File: src/rtl/core/tsm_pkg.sv
// Shared types and constants for the threshold-triggered sample mixer.
`timescale 1ns / 1ps
package tsm_pkg;

   localparam int SAMPLE_W  = 16;
   localparam int ADDR_W    = 16;
   localparam int THRESH_W  = 15;
   localparam int DIVISOR_W = 8;
   localparam int END_W     = 17;
   localparam int INDEX_W   = 17;
   localparam int CSR_AW    = 4;
   localparam int CSR_DW    = 32;

   localparam logic [THRESH_W-1:0]  THRESHOLD_RESET = 15'd10292;
   localparam logic [DIVISOR_W-1:0] DIVISOR_RESET   = 8'd3;
   localparam logic [END_W-1:0]     END_RESET       = 17'd65536;

   // register index, taken from paddr[3:2]
   localparam logic [1:0] CSR_THRESHOLD  = 2'd0;
   localparam logic [1:0] CSR_DIVISOR    = 2'd1;
   localparam logic [1:0] CSR_SAMPLE_END = 2'd2;

   localparam logic OP_AUDIO = 1'b0;
   localparam logic OP_LOAD  = 1'b1;

   // one classified item as it travels from front to back
   typedef struct packed {
      logic                is_load;
      logic                trigger;
      logic [SAMPLE_W-1:0] value;
      logic [ADDR_W-1:0]   addr;
   } item_type;

   typedef enum logic [2:0] {
      ST_IDLE,
      ST_FETCH,
      ST_PREP,
      ST_DIV,
      ST_DONE
   } back_state_type;

endpackage

File: src/rtl/core/tsm_queue.sv
// Two-entry queue between front end and back end.
`timescale 1ns / 1ps
module tsm_queue (
   input  logic              clock,
   input  logic              reset,
   input  logic              push,
   input  tsm_pkg::item_type push_item,
   output logic              full,
   input  logic              pop,
   output tsm_pkg::item_type head,
   output logic              empty
);
   import tsm_pkg::*;

   item_type   entry_ff [2];
   logic       wr_ptr_ff, wr_ptr_in;
   logic       rd_ptr_ff, rd_ptr_in;
   logic [1:0] count_ff, count_in;
   logic       do_push, do_pop;

   assign full    = (count_ff == 2'd2);
   assign empty   = (count_ff == 2'd0);
   assign do_push = push && !full;
   assign do_pop  = pop && !empty;
   assign head    = entry_ff[rd_ptr_ff];

   always_comb begin
      wr_ptr_in = do_push ? !wr_ptr_ff : wr_ptr_ff;
      rd_ptr_in = do_pop ? !rd_ptr_ff : rd_ptr_ff;
      count_in  = count_ff + {1'b0, do_push} - {1'b0, do_pop};
   end

   always_ff @(posedge clock) begin
      if (reset) begin
         wr_ptr_ff <= 1'b0;
         rd_ptr_ff <= 1'b0;
         count_ff  <= 2'd0;
      end else begin
         wr_ptr_ff <= wr_ptr_in;
         rd_ptr_ff <= rd_ptr_in;
         count_ff  <= count_in;
      end
      if (do_push) begin
         entry_ff[wr_ptr_ff] <= push_item;
      end
   end

endmodule

File: config.mk
export PLATFORM = sky130hd
export DESIGN_NAME = tsm_queue
export DESIGN_NICKNAME = d
export VERILOG_FILES = /design/src/rtl/core/tsm_pkg.sv /design/src/rtl/core/tsm_queue.sv
export SDC_FILE = /design/constraint.sdc
export NUM_CORES = 1
export LEC_CHECK = 0
export ABC_CLOCK_PERIOD_IN_PS = 2700
export BUFFER_PORTS_ARGS = -buffer_cell sky130_fd_sc_hd__clkbuf_2
export CORE_MARGIN = 10
export CORE_UTILIZATION = 35
export CTS_BUF_LIST = sky130_fd_sc_hd__clkbuf_4
export CTS_CLUSTER_DIAMETER = 60
export CTS_CLUSTER_SIZE = 28
export DETAILED_ROUTE_END_ITERATION = 6
export HOLD_SLACK_MARGIN = 0.06
export SLEW_MARGIN = 10
export SYNTH_ARGS = -nofsm -noshare
export SYNTH_HDL_FRONTEND = slang
export SYNTH_SLANG_ARGS = --single-unit
File: constraint.sdc
create_clock -name clock -period 2.7 [get_ports clock]
set_input_delay 0.405 -clock clock [delete_from_list [all_inputs] [get_ports clock]]
set_output_delay 0.405 -clock clock [all_outputs]
set_load 0.1 [all_outputs]
==> flow_summary.json <==
{
  "status": "complete, no violations",
  "grt_pass1_wl_mm": 7.78,
  "die_height_um": 108,
  "regToRegSetupSlack_ns": 1.03,
  "crit_end": "head[33]",
  "yosysMostFrequentCell": "edfxtp_1",
  "ff2ff_path_depth": 2,
  "async_flop_share_pct": 0,
  "drc": 0,
  "via_per_inst": 4.43,
  "min_period_ns": 2.39,
  "grt_usage_pct": 8.98,
  "synth_area_um2": 2680,
  "wl_mm": 5.04,
  "synth_top_area_cell": "edfxtp_1",
  "worstSetupPathType": "flip-flop to primary output",
  "row_count": 31,
  "netlist_instances": 133,
  "cts_buffer_depth": 2,
  "io_buffer_count": 73,
  "clock.fmax_mhz": 419,
  "cts_tree": "built",
  "end_kind": "primary output",
  "synth.area.top_cells": "edfxtp_1, mux2_2, dfxtp_1",
  "cts_setup_buffers": 0,
  "start_util_pct": 36.4,
  "crit_path_start_kind": "flip-flop",
  "postRouteAntennaNets": 0,
  "pin_count": 74,
  "yosysSeqAreaShare_pct": 79.8,
  "drive_above_1_share_pct": 58.8,
  "die_x_um": 108,
  "syn-num-nets": 173,
  "num_vias": 1418,
  "clk_latency_ns": 0.41,
  "overflow": 0,
  "worst_ep_arrival_time_ns": 1.98,
  "hpwl_mm": 3.52,
  "setup_tns_ns": 0,
  "drt_pass1_iterations": 4,
  "cts-htree-levels": 3,
  "max_slew_margin_pct": 44.4,
  "antenna_found_initial": 0,
  "clk_pin_slew_worst_paths_ns": 0.13,
  "n_antenna_cell": 0,
  "post-route-period-util_pct": 88.4,
  "syn_to_final_growth_pct": 22.6,
  "core_area_um2": 7370,
  "synth_edf_count": 68,
  "synth_warnings": 0,
  "grt_pass1_vias": 1558,
  "setup_viol": 0,
  "finalHoldViolations": 0,
  "tightest_slew_ns": 0.833,
  "clkSinkCount": 73,
  "root_buffer": "clkbuf_4",
  "die_area_um2": 11600,
  "yosysUniqueCellTypes": 21,
  "drt_iter0_markers": 50,
  "crit_required_ns": 2.30,
  "fill_cells": 673,
  "syn_area_per_cell_um2": 20.2,
  "rsz0062_at_grt": "false",
  "hp-class": "input pin to flip-flop",
  "final_nets": 256,
  "wire_per_inst_um": 15.8,
  "slew_violations": 0,
  "worstReg2RegEnd": "entry_ff[1][3]",
  "cts_resized": 0,
  "synthFlopType": "edfxtp_1",
  "holdWs_ns": 0.177,
  "cts-buffers-inserted": 9,
  "crit_fanout": 30,
  "synth_top_cell_area_share_pct": 76.1,
  "ys_ff_latch": 73,
  "synth_common_cells": "edfxtp_1, mux2_2, dfxtp_1, nor2_1, inv_1",
  "drv_cap": 0,
  "grt_max_degree": 35,
  "regToRegStartpoint": "count_ff[0]",
  "globalplace.congestion": 0.696,
  "skew_ns": 0.0204,
  "hold_buffers": 0
}
## critical path, stage by stage, from the launching register on
cell	delay, ns
dfxtp_2	0.39
buf_4	0.40
mux2_2	0.41
clkbuf_2	0.38
## stage by stage
step	setup WS [ns]	utilization [%]	cells	area, um2
detailed placement	0.721	43.0	304	3170
floorplan	0.559	-	133	2680
finish	0.312	44.6	320	3290
global route	0.178	44.6	320	3290
global placement	0.734	43.0	304	3170
CTS	0.261	44.6	320	3290
## placed cells by master (no fill, tap or decap)
cell        netlist  routed
clkbuf_2          0      73
edfxtp_1         68      68
mux2_2           34      34
clkbuf_4          0      10
nor2_1            4       4
dfxtp_1           5       4
inv_1             3       3
buf_4             2       3
ha_1              2       2
inv_6             0       2
clkinv_2          0       2
clkinvlp_4        0       2
o21a_1            1       1
nand2b_2          1       1
inv_2             1       1
nand2_1           1       1
and3_2            1       1
or3_1             1       1
nor2b_1           1       1
xnor2_1           1       1
o21ai_0           1       1
a21oi_1           1       1
xor2_1            1       1
and2_1            1       1
nor3_1            1       1
dfxtp_2           0       1
## area by class of cell
| class | instances | area, um2 | area share, % |
|---|---|---|---|
| flip-flops and latches | 73 | 2140 | 65.2 |
| clock buffers | 10 | 75.1 | 2.28 |
| inverters | 4 | 15.0 | 0.456 |
| clock inverters | 6 | 42.5 | 1.29 |
| well taps | 99 | 124 | 3.77 |
| repair buffers | 76 | 388 | 11.8 |
| multi-input cells | 52 | 502 | 15.3 |
## routing by layer
layer / global-route usage (%) / wire, um / up-vias
li1: - / - / 677
met5: 0 / 0 / -
met2: 13.7 / 2340 / 58
met4: 3.72 / 89 / 0
met3: 5.81 / 527 / 8
met1: 9.69 / 2080 / 675
## state kept, by name, indices dropped and copies added, names as in the netlist, named ones only
| register | cells |
|---|---|
| count_ff | 2 |
| entry_ff | 68 |
| rd_ptr_ff | 1 |
| wr_ptr_ff | 1 |
## cell families (layout without fill, tap and decap cells)
family	after synthesis	in the layout	share of synthesized area [%]
muxes	34	34	14.3
AOI/OAI and AO/OA	3	3	0.652
xor gates and xnor gates	2	2	0.653
and+or+nand+nor	11	11	2.19
DFF	73	73	79.8
adders and majority gates	2	2	0.932
buffers and inverters	8	96	1.49
## worst min-delay path by stage
| stage | startpoint | end | depth (start not counted) |
|---|---|---|---|
| 2_1_floorplan | wr_ptr_ff | wr_ptr_ff | 2 |
| 3_3_place_gp | wr_ptr_ff | wr_ptr_ff | 2 |
| 3_5_place_dp | wr_ptr_ff | wr_ptr_ff | 2 |
| 4_1_cts | push_item[6] | entry_ff[1][6] | 1 |
| 5_1_grt | push_item[7] | entry_ff[0][7] | 1 |
| 6_report | push_item[6] | entry_ff[0][6] | 1 |
Power is not shown: default switching activity piles up to over one toggle a cycle in this logic, so the estimate is an artifact.
