`src/rtl/core/tsm_pkg.sv`:
```
// Shared types and constants for the threshold-triggered sample mixer.
`timescale 1ns / 1ps
package tsm_pkg;

   localparam int SAMPLE_W  = 16;
   localparam int ADDR_W    = 16;
   localparam int THRESH_W  = 15;
   localparam int DIVISOR_W = 8;
   localparam int END_W     = 17;
   localparam int INDEX_W   = 17;
   localparam int CSR_AW    = 4;
   localparam int CSR_DW    = 32;

   localparam logic [THRESH_W-1:0]  THRESHOLD_RESET = 15'd10292;
   localparam logic [DIVISOR_W-1:0] DIVISOR_RESET   = 8'd3;
   localparam logic [END_W-1:0]     END_RESET       = 17'd65536;

   // register index, taken from paddr[3:2]
   localparam logic [1:0] CSR_THRESHOLD  = 2'd0;
   localparam logic [1:0] CSR_DIVISOR    = 2'd1;
   localparam logic [1:0] CSR_SAMPLE_END = 2'd2;

   localparam logic OP_AUDIO = 1'b0;
   localparam logic OP_LOAD  = 1'b1;

   // one classified item as it travels from front to back
   typedef struct packed {
      logic                is_load;
      logic                trigger;
      logic [SAMPLE_W-1:0] value;
      logic [ADDR_W-1:0]   addr;
   } item_type;

   typedef enum logic [2:0] {
      ST_IDLE,
      ST_FETCH,
      ST_PREP,
      ST_DIV,
      ST_DONE
   } back_state_type;

endpackage

```
`src/rtl/core/tsm_front.sv`:
```
// Front end: accepts items and flags audio that crosses the threshold.
`timescale 1ns / 1ps
module tsm_front (
   input  logic                          clock,
   input  logic                          reset,
   input  logic                          push,
   output logic                          full,
   input  logic                          opcode,
   input  logic [tsm_pkg::SAMPLE_W-1:0]  sample_value,
   input  logic [tsm_pkg::ADDR_W-1:0]    store_address,
   input  logic [tsm_pkg::THRESH_W-1:0]  threshold,
   input  logic                          q_full,
   output logic                          q_push,
   output tsm_pkg::item_type             q_item
);
   import tsm_pkg::*;

   logic                valid_ff, valid_in;
   item_type            item_ff, item_in;
   logic [SAMPLE_W:0]   magnitude;
   logic                accept;

   // |audio| in 17 bits so that -32768 stays exact
   always_comb begin
      if (sample_value[SAMPLE_W-1]) begin
         magnitude = -{sample_value[SAMPLE_W-1], sample_value};
      end else begin
         magnitude = {1'b0, sample_value};
      end
   end

   assign q_push = valid_ff && !q_full;
   assign full   = valid_ff && q_full;
   assign accept = push && !full;

   always_comb begin
      valid_in = valid_ff;
      item_in  = item_ff;
      if (q_push) begin
         valid_in = 1'b0;
      end
      if (accept) begin
         valid_in        = 1'b1;
         item_in.is_load = (opcode == OP_LOAD);
         item_in.trigger = magnitude > {2'b00, threshold};
         item_in.value   = sample_value;
         item_in.addr    = store_address;
      end
   end

   always_ff @(posedge clock) begin
      if (reset) begin
         valid_ff <= 1'b0;
      end else begin
         valid_ff <= valid_in;
      end
      item_ff <= item_in;
   end

   assign q_item = item_ff;

endmodule

```
`config.mk`:
```
export PLATFORM = sky130hd
export DESIGN_NAME = tsm_front
export DESIGN_NICKNAME = d
export VERILOG_FILES = /design/src/rtl/core/tsm_pkg.sv /design/src/rtl/core/tsm_front.sv
export SDC_FILE = /design/constraint.sdc
export NUM_CORES = 1
export LEC_CHECK = 0
export BUFFER_PORTS_ARGS = -buffer_cell sky130_fd_sc_hd__buf_4
export CORE_MARGIN = 10
export CORE_UTILIZATION = 41
export DETAILED_ROUTE_END_ITERATION = 16
export GPL_ROUTABILITY_DRIVEN = 0
export PLACE_DENSITY = 0.77
export SYNTH_ARGS = -nofsm -noshare
export SYNTH_HDL_FRONTEND = slang
export SYNTH_SLANG_ARGS = --single-unit
```
`constraint.sdc`:
```
create_clock -name clock -period 2.8 [get_ports clock]
set_input_delay 0.28 -clock clock [delete_from_list [all_inputs] [get_ports clock]]
set_output_delay 0.28 -clock clock [all_outputs]
set_load 0.01 [all_outputs]
```
==> results of run 1 <==
-- sequential cells by signal, summed over array words and instances (netlist names) --
name and count:
valid_ff 1, q_item 34
-- placed cells by master (no fill, tap or decap), types with 2 or more instances in the layout --
cell / instances
clkinv_1: 2
ha_1: 16
nor3_1: 4
clkbuf_8: 5
o31ai_1: 2
edfxtp_1: 34
nand2_1: 11
nor2_1: 7
inv_1: 16
o21ai_0: 7
buf_4: 94
a21oi_1: 5
a211oi_1: 2
xnor2_1: 12
or3_4: 2
nand4_1: 3
-- power by group through the flow --
stage / registers, µW / clock network, µW / logic, µW
after floorplan: 650 / 0 / 103
after global placement: 631 / 0 / 268
after detailed placement: 633 / 0 / 273
after CTS: 622 / 337 / 274
after global routing: 624 / 358 / 304
final: 621 / 324 / 273
-- cell type report --
type	instances	area (µm²)	share of cell area
Clock inverter	2	7.507	0.002856
Sequential cell	35	1041	0.3960
Tap cell	50	62.56	0.02380
Clock buffer	6	72.57	0.02761
Inverter	16	60.06	0.02285
Multi-Input combinational cell	87	679.4	0.2584
Timing Repair Buffer	94	705.7	0.2684
-- per-stage QoR --
step | instance area, µm² | total power, µW | std cells | util
finish | 2629 | 1218 | 290 | 0.6433
detailed placement | 2545 | 905.6 | 282 | 0.6228
global placement | 2545 | 899.9 | 282 | 0.6228
global route | 2629 | 1287 | 290 | 0.6433
CTS | 2625 | 1233 | 290 | 0.6424
floorplan | 1773 | 753.4 | 139 | -
-- worst max-delay path by stage --
stage	to	startpoint	slack (ns)
CTS	q_item[32]	sample_value[8]	0.17
floorplan	q_item[32]	sample_value[8]	0.15
global placement	q_item[32]	sample_value[8]	-0.02
finish	q_item[32]	sample_value[8]	0.13
global route	q_item[32]	sample_value[8]	0.009
detailed placement	q_item[32]	sample_value[8]	-0.12
-- cell families after synthesis --
kind of cell               synth area share
AOI/OAI and AO/OA                   0.08892
xor gates and xnor gates            0.06422
adders and majority gates            0.1129
buffers and inverters               0.03599
DFF                                  0.5872
and+or+nand+nor                      0.1108
-- timing repair --
action / in CTS / in global routing
hold buffers: 0 / 0
gates resized for setup: 0 / 1
endpoints found under the setup margin: 0 / 1
-- layer usage --
layer,up-vias,global-route usage
li1,706,-
met1,591,0.1472
met2,82,0.1955
met3,6,0.05582
met4,0,0.04491
met5,-,0
==> impl_metrics.tcl, run 1 <==
set metrics [dict create \
    cts_buffers 5 \
    synth_cell_types 29 \
    wirelength_met1_mm 2.027 \
    r2r-end "q_item[17]" \
    die-area_um2 7355 \
    grt.overflow.total 0 \
    arrival_ns 2.70 \
    syn_inst 139 \
    die_x_um 85.76 \
    min_to "valid_ff" \
    drive_above_1_share 0.4458 \
    first_global_vias 1470 \
    wl_mm 4.629 \
    pwr-share-seq 0.510 \
    yosys.area.top_type "edfxtp_1" \
    fin_tns_setup_ns 0 \
    vdd_drop_max_mv 0.1955 \
    crit_buf_inv 1 \
    syn_area_um2 1773 \
    synth.most_common_cell "edfxtp_1" \
    slowest_stage "or4_4" \
    drtIter0Drc 32 \
    layout.nets 307 \
    slew_viol_final 0 \
    cp-start-kind "input pin" \
    start_util 0.4339 \
    crit_type "input pin to register" \
    post-route-period-util 0.9543 \
    clkPwrFrac 0.266 \
    p_sw_frac 0.2391 \
    fill_cells 342 \
    ys_ff_latch 35 \
    area_delta_synth_final_pct 48.27 \
    grt_setup_unrepaired "false" \
    port_buffers 87 \
    p_int_uw 926.8 \
    grt_pass1_wl_mm 7.334 \
    worstSkewPairLatency_ns 0.27 \
    std_cell_rows 23 \
    ff2ff_setup_slack_ns 1.22 \
    tritoncts "yes" \
    antenna_found_initial 0 \
    yosys-top-cells-area "edfxtp_1, ha_1, xnor2_1" \
    netlist.area_leader.share 0.5759 \
    yosys-top-cells-count "edfxtp_1, ha_1, inv_1" \
    synth-edff-count 34 \
    seq_area_frac_synth 0.5872 \
    viasPerCell 4.776 \
    leakage_uw 0.001173 \
    run_status "finished, final reports clean" \
    grt_usage 0.1247 \
    clkTransAtPathRegs_ns 0.06 \
    hp-class "input pin to register" \
    wl_met2_mm 2.003 \
    drc 0 \
    max-clock-path-buffers 2 \
    wl_per_cell_um 15.96 \
    p_switching_uw 291.3 \
    worstPathCellList "buf_4 > or4_4 > or3_4 > o21ai_0 > xnor2_1 > ha_1 > nand4_1 > nor4_1 > a21oi_1 > o2bb2ai_1" \
    drv_cap 0 \
    worst-path-stages 10 \
    cp-end-kind "register" \
    vias 1385 \
    synth.avg_cell_area_um2 12.76 \
    wl_met3_um 534 \
    top_level_ports 88 \
    min-delay-start "reset" \
    cts_root_buf "clkbuf_8" \
    synth.net_count 207 \
    period_needed_ns 2.672 \
    combPwrFrac 0.224 \
    r2r_cells 2 \
    crit_family "simple AND/OR/NAND/NOR gates" \
    coreArea_um2 4086 \
    grt_max_degree 35 \
    whs_ns 0.1584 \
    highest_layer "met4" \
    final_antenna_net_count 0 \
    setup_viol 0 \
    clock_sinks 35 \
    max_slew_margin 0.4100 \
    finClkSkew_ns 0.002873 \
    hpwl_mm 3.855 \
    first_pass_iters 4 \
    async_flop_share 0 \
    hold_violations 0 \
    tightest_slew_ns 0.8831 \
    synth_warnings 0 \
    hold_depth 2 \
    max_stage_delay_ns 0.54 \
    cts_setup_buffers 0 \
    fmax_mhz 374.3 \
    critPathRequiredTime_ns 2.83 \
    h-tree-depth 2 \
    ys.flop_type "edfxtp_1" \
    worst_slack_ns 0.1280 \
    p_per_area_nw_per_um2 463.4 \
    place_ws_ns -0.1175 \
    path_max_fanout 3 \
    timing.rr.start "valid_ff" \
    n_antenna_cell 0 \
    die_h_um 85.76 \
]
(Power assumes the default switching activity.)
==> inputs of run 2 (changes only) <==
==> config.mk (replaced) <==
export PLATFORM = sky130hd
export DESIGN_NAME = tsm_front
export DESIGN_NICKNAME = d
export VERILOG_FILES = /design/src/rtl/core/tsm_pkg.sv /design/src/rtl/core/tsm_front.sv
export SDC_FILE = /design/constraint.sdc
export NUM_CORES = 1
export LEC_CHECK = 0
export CORE_MARGIN = 10
export CORE_UTILIZATION = 46
export DETAILED_ROUTE_END_ITERATION = 16
export DONT_BUFFER_PORTS = 1
export GPL_ROUTABILITY_DRIVEN = 0
export PLACE_DENSITY = 0.64
export SYNTH_ARGS = -nofsm -noshare
export SYNTH_HDL_FRONTEND = slang
export SYNTH_SLANG_ARGS = --single-unit
==> run 2 against run 1 <==
Compared with the run above:
- sequential share of layout area up 14 points
- register-to-register slack better by 0.24 ns
- non-clock buffer count down 92
- die area down 8.4%
- core utilization down 12 points
- sequential cell count unchanged
- combinational power down 53%
- worst setup slack better by 0.097 ns
- clock skew up 0.0032 ns
- via count down 21%
- total power down 9.3%
- clock power up 2%
- highest routed layer unchanged
==> impl_metrics.tcl, run 2 (synthesis results as in run 1) <==
set metrics [dict create \
    run_status "finished, final reports clean" \
    crit_type "input pin to register" \
    p_per_area_nw_per_um2 572.0 \
    worstSkewPairLatency_ns 0.28 \
    vdd_drop_max_mv 0.1967 \
    max-clock-path-buffers 2 \
    wl_per_cell_um 20.88 \
    n_antenna_cell 0 \
    seq_area_um2 1041 \
    post-route-period-util 0.9195 \
    largest_reg_flops 34 \
    layout.nets 215 \
    final_cell_mix "edfxtp_1, inv_1, ha_1" \
    cp-end-kind "register" \
    antenna_found_initial 0 \
    cts_root_buf "clkbuf_8" \
    hp-class "input pin to register" \
    area_delta_synth_final_pct 8.892 \
    finClkSkew_ns 0.006030 \
    fmax_mhz 388.4 \
    vias 1089 \
    combPwrFrac 0.116 \
    path_max_fanout 4 \
    clock_sinks 35 \
    r2r_cells 3 \
    first_pass_iters 5 \
    drtIter0Drc 28 \
    p_int_uw 842.5 \
    fill_cells 338 \
    clkPwrFrac 0.300 \
    place_ws_ns -0.05051 \
    cts_resized 0 \
    fin_util 0.5234 \
    drv_cap 0 \
    grt_pass1_wl_mm 5.927 \
    worst_slack_ns 0.2255 \
    die-area_um2 6737 \
    hold_violations 0 \
    die_x_um 82.08 \
    port_buffers 0 \
    viasPerCell 5.556 \
    ff2ff_setup_slack_ns 1.46 \
    die_h_um 82.08 \
    p_sw_frac 0.2370 \
    hold_buffers 0 \
    min-delay-start "reset" \
    first_global_vias 1099 \
    final_antenna_net_count 0 \
    critPathRequiredTime_ns 2.84 \
    leakage_uw 0.0007318 \
    tritoncts "yes" \
    clkTransAtPathRegs_ns 0.07 \
    h-tree-depth 2 \
    tightest_slew_ns 0.4030 \
    setup_viol 0 \
    r2r-end "q_item[15]" \
    cts_setup_buffers 0 \
    grt_setup_unrepaired "false" \
    top_level_ports 88 \
    start_util 0.4807 \
    coreArea_um2 3689 \
    slew_viol_final 0 \
    cp-start-kind "input pin" \
    period_needed_ns 2.574 \
    grt_usage 0.1180 \
    hpwl_mm 3.481 \
    pwr-share-seq 0.584 \
    final_common_cell "edfxtp_1" \
    cts_buffers 5 \
    wl_mm 4.092 \
    max_slew_margin 0.7313 \
    std_cell_rows 22 \
    drive_above_1_share 0.1149 \
    grt_max_degree 35 \
    p_switching_uw 261.7 \
    hold_depth 1 \
    min_to "valid_ff" \
    grt.overflow.total 0 \
    multiInputGateArea_um2 670.6 \
    timing.rr.start "valid_ff" \
    arrival_ns 2.61 \
    drc 0 \
]
==> run 2: worst max-delay path, stage by stage <==
cell and delay, ns:
or4_4 0.53, or3_4 0.35, o41ai_2 0.23, xnor2_1 0.18, ha_1 0.29, a21oi_1 0.19, nand2_1 0.07, a211oi_1 0.24
o21ai_0 0.13, o2bb2ai_1 0.13
==> run 2: cell type report <==
type / count / share of cell area
clock inverters: 3 / 0.007777
inverters: 16 / 0.03111
clock buffers: 5 / 0.03564
repair buffers: 2 / 0.007777
multi-input cells: 87 / 0.3474
well taps: 48 / 0.03111
flip-flops and latches: 35 / 0.5392
==> run 2: per-stage QoR <==
stage | hold slack [ns] | power (µW) | area, µm² | setup TNS (ns) | cells
after floorplan | 0.3524 | 753.4 | 1773 | 0 | 139
after global placement | 0.3543 | 778.5 | 1847 | 0 | 188
after detailed placement | 0.3629 | 787.4 | 1847 | -0.05051 | 188
after CTS | 0.06507 | 1117 | 1931 | 0 | 196
after global routing | 0.06498 | 1168 | 1931 | 0 | 196
final | 0.07476 | 1104 | 1931 | 0 | 196
==> run 2: how the worst max path moves through the flow <==
stage	startpoint	end	slack (ns)	cells after the start
after floorplan	sample_value[8]	q_item[32]	0.15	10
after global placement	sample_value[8]	q_item[32]	0.07	10
after detailed placement	sample_value[8]	q_item[32]	-0.05	10
after CTS	sample_value[8]	q_item[32]	0.24	10
after global routing	sample_value[4]	q_item[32]	0.13	11
final	sample_value[8]	q_item[32]	0.23	10
==> run 2: power by group through the flow <==
stage / logic, µW / registers [µW] / clock network (µW)
finish: 128 / 645 / 332
floorplan: 103 / 650 / 0
global route: 147 / 648 / 373
detailed placement: 129 / 658 / 0
global placement: 122 / 657 / 0
CTS: 130 / 647 / 340
==> run 2: metal layers <==
layer | share of wire | track usage
met1 | 0.39 | 0.1202
met3 | 0.13 | 0.06769
met2 | 0.46 | 0.1944
met4 | 0.018 | 0.05102
met5 | 0 | 0
==> inputs of run 3 (changes only) <==
--- a/config.mk
+++ b/config.mk
@@ -5,6 +5,7 @@
 export SDC_FILE = /design/constraint.sdc
 export NUM_CORES = 1
 export LEC_CHECK = 0
+export CORE_ASPECT_RATIO = 0.7
 export CORE_MARGIN = 10
 export CORE_UTILIZATION = 46
 export DETAILED_ROUTE_END_ITERATION = 16
==> run 3 against run 2 <==
Compared with the run above:
- clock-buffer cell count increased by 2
- combinational power barely moved
- non-clock buffer count unchanged
- total power grew 2.4%
- via count grew 3.4%
- worst hold slack got worse by 0.0074 ns
- core utilization up 1.2 points
- sequential share of layout area shrank 0.28 points
- clock skew about the same
- sequential cell count unchanged
- worst setup slack better by 0.046 ns
- global-route usage up 0.26 points
==> impl_metrics.tcl, run 3 (synthesis results as in run 1) <==
set metrics [dict create \
    worstPathCellList "or4_4 > or3_4 > o41ai_2 > xnor2_1 > ha_1 > a21oi_1 > nand2_1 > a211oi_1 > o21ai_0 > o2bb2ai_1" \
    cts_root_buf "clkbuf_8" \
    ff2ff_setup_slack_ns 1.45 \
    n_antenna_cell 0 \
    worst-path-stages 10 \
    vdd_drop_max_mv 0.3493 \
    clock_sinks 35 \
    leakage_uw 0.0007324 \
    start_util 0.4890 \
    die_x_um 94.20 \
    first_global_vias 1198 \
    viasPerCell 5.687 \
    setup_viol 0 \
    wl_mm 4.086 \
    hpwl_mm 3.403 \
    grt.overflow.total 0 \
    cp-start-kind "input pin" \
    p_int_uw 871.6 \
    combPwrFrac 0.114 \
    cts_buffers 5 \
    layout.nets 215 \
    max_stage_delay_ns 0.52 \
    post-route-period-util 0.9031 \
    grt_usage 0.1206 \
    clkPwrFrac 0.316 \
    hold_violations 0 \
    crit_family "simple AND/OR/NAND/NOR gates" \
    place_ws_ns -0.01366 \
    p_sw_frac 0.2288 \
    hold_depth 1 \
    die_h_um 71.94 \
    final_antenna_net_count 0 \
    slowest_stage "or4_4" \
    slew_viol_final 0 \
    drtIter0Drc 49 \
    hold_buffers 0 \
    path_max_fanout 4 \
    p_per_area_nw_per_um2 582.4 \
    top_level_ports 88 \
    area_delta_synth_final_pct 9.457 \
    largest_reg_flops 34 \
    fmax_mhz 395.5 \
    coreArea_um2 3626 \
    antenna_found_initial 0 \
    design_area_um2 1941 \
    pwr-share-seq 0.570 \
    port_buffers 0 \
    fill_cells 312 \
    worst_slack_ns 0.2713 \
    finClkSkew_ns 0.005699 \
    std_cell_rows 18 \
    crit_type "input pin to register" \
    clkTransAtPathRegs_ns 0.07 \
    place_inst 190 \
    vias 1126 \
    arrival_ns 2.56 \
    die-area_um2 6777 \
    p_switching_uw 258.6 \
    wl_per_cell_um 20.64 \
    final_cell_mix "edfxtp_1, inv_1, ha_1" \
    first_pass_iters 4 \
    crit_buf_inv 0 \
    drive_above_1_share 0.1081 \
    fin_tns_setup_ns 0 \
    cts_resized 0 \
    period_needed_ns 2.529 \
    run_status "finished, final reports clean" \
    tightest_slew_ns 0.4043 \
    cts_setup_buffers 0 \
    final_common_cell "edfxtp_1" \
    place_area_um2 1849 \
    hp-class "input pin to register" \
    grt_pass1_wl_mm 6.279 \
    h-tree-depth 2 \
    tritoncts "yes" \
    grt_setup_unrepaired "false" \
    grt_max_degree 35 \
    worstSkewPairLatency_ns 0.28 \
    r2r_cells 3 \
    max_slew_margin 0.7305 \
    drv_cap 0 \
    critPathRequiredTime_ns 2.83 \
    max-clock-path-buffers 2 \
    cp-end-kind "register" \
    final_cells 198 \
    drc 0 \
]
## run 3: cell types whose count changed in the layout (fill, tap and decap cells not counted), sizes merged
cell	change
clkbuf	+2
clkinv	-2
## run 3: final timing paths
check / from / end
worst min register to register: valid_ff / valid_ff
worst max register to register: valid_ff / q_item[32]
worst min-delay path: reset / valid_ff
worst max-delay path: sample_value[8] / q_item[32]
## run 3: metal layers
layer  share of wire  vias up  GRT usage
met2            0.51       63     0.2044
met4          0.0091        0    0.03529
met5               0        -          0
li1                -      519          -
met3            0.11        7    0.06680
met1            0.37      537     0.1259
## run 3: power groups by stage
stage | logic, µW | registers, µW | clock network, µW
2_1_floorplan | 103 | 650 | 0
3_3_place_gp | 121 | 657 | 0
3_5_place_dp | 130 | 657 | 0
4_1_cts | 130 | 646 | 370
5_1_grt | 150 | 648 | 399
6_report | 129 | 644 | 357
## run 3: layout make-up
class / count / area, µm² / area share
flip-flops and latches: 35 / 1041 / 0.5364
clock buffers: 7 / 86.33 / 0.04449
clock inverters: 1 / 5.005 / 0.002579
multi-input cells: 87 / 670.6 / 0.3456
inverters: 16 / 60.06 / 0.03095
well taps: 50 / 62.56 / 0.03224
repair buffers: 2 / 15.01 / 0.007737
## run 3: metrics by stage
step                      hold slack [ns]  power (µW)  utilization
after global placement             0.3565       777.3       0.5100
after detailed placement           0.3603       786.5       0.5100
after floorplan                    0.3524       753.4            -
after CTS                         0.05964        1147       0.5352
final                             0.06736        1130       0.5352
after global routing              0.05512        1198       0.5352
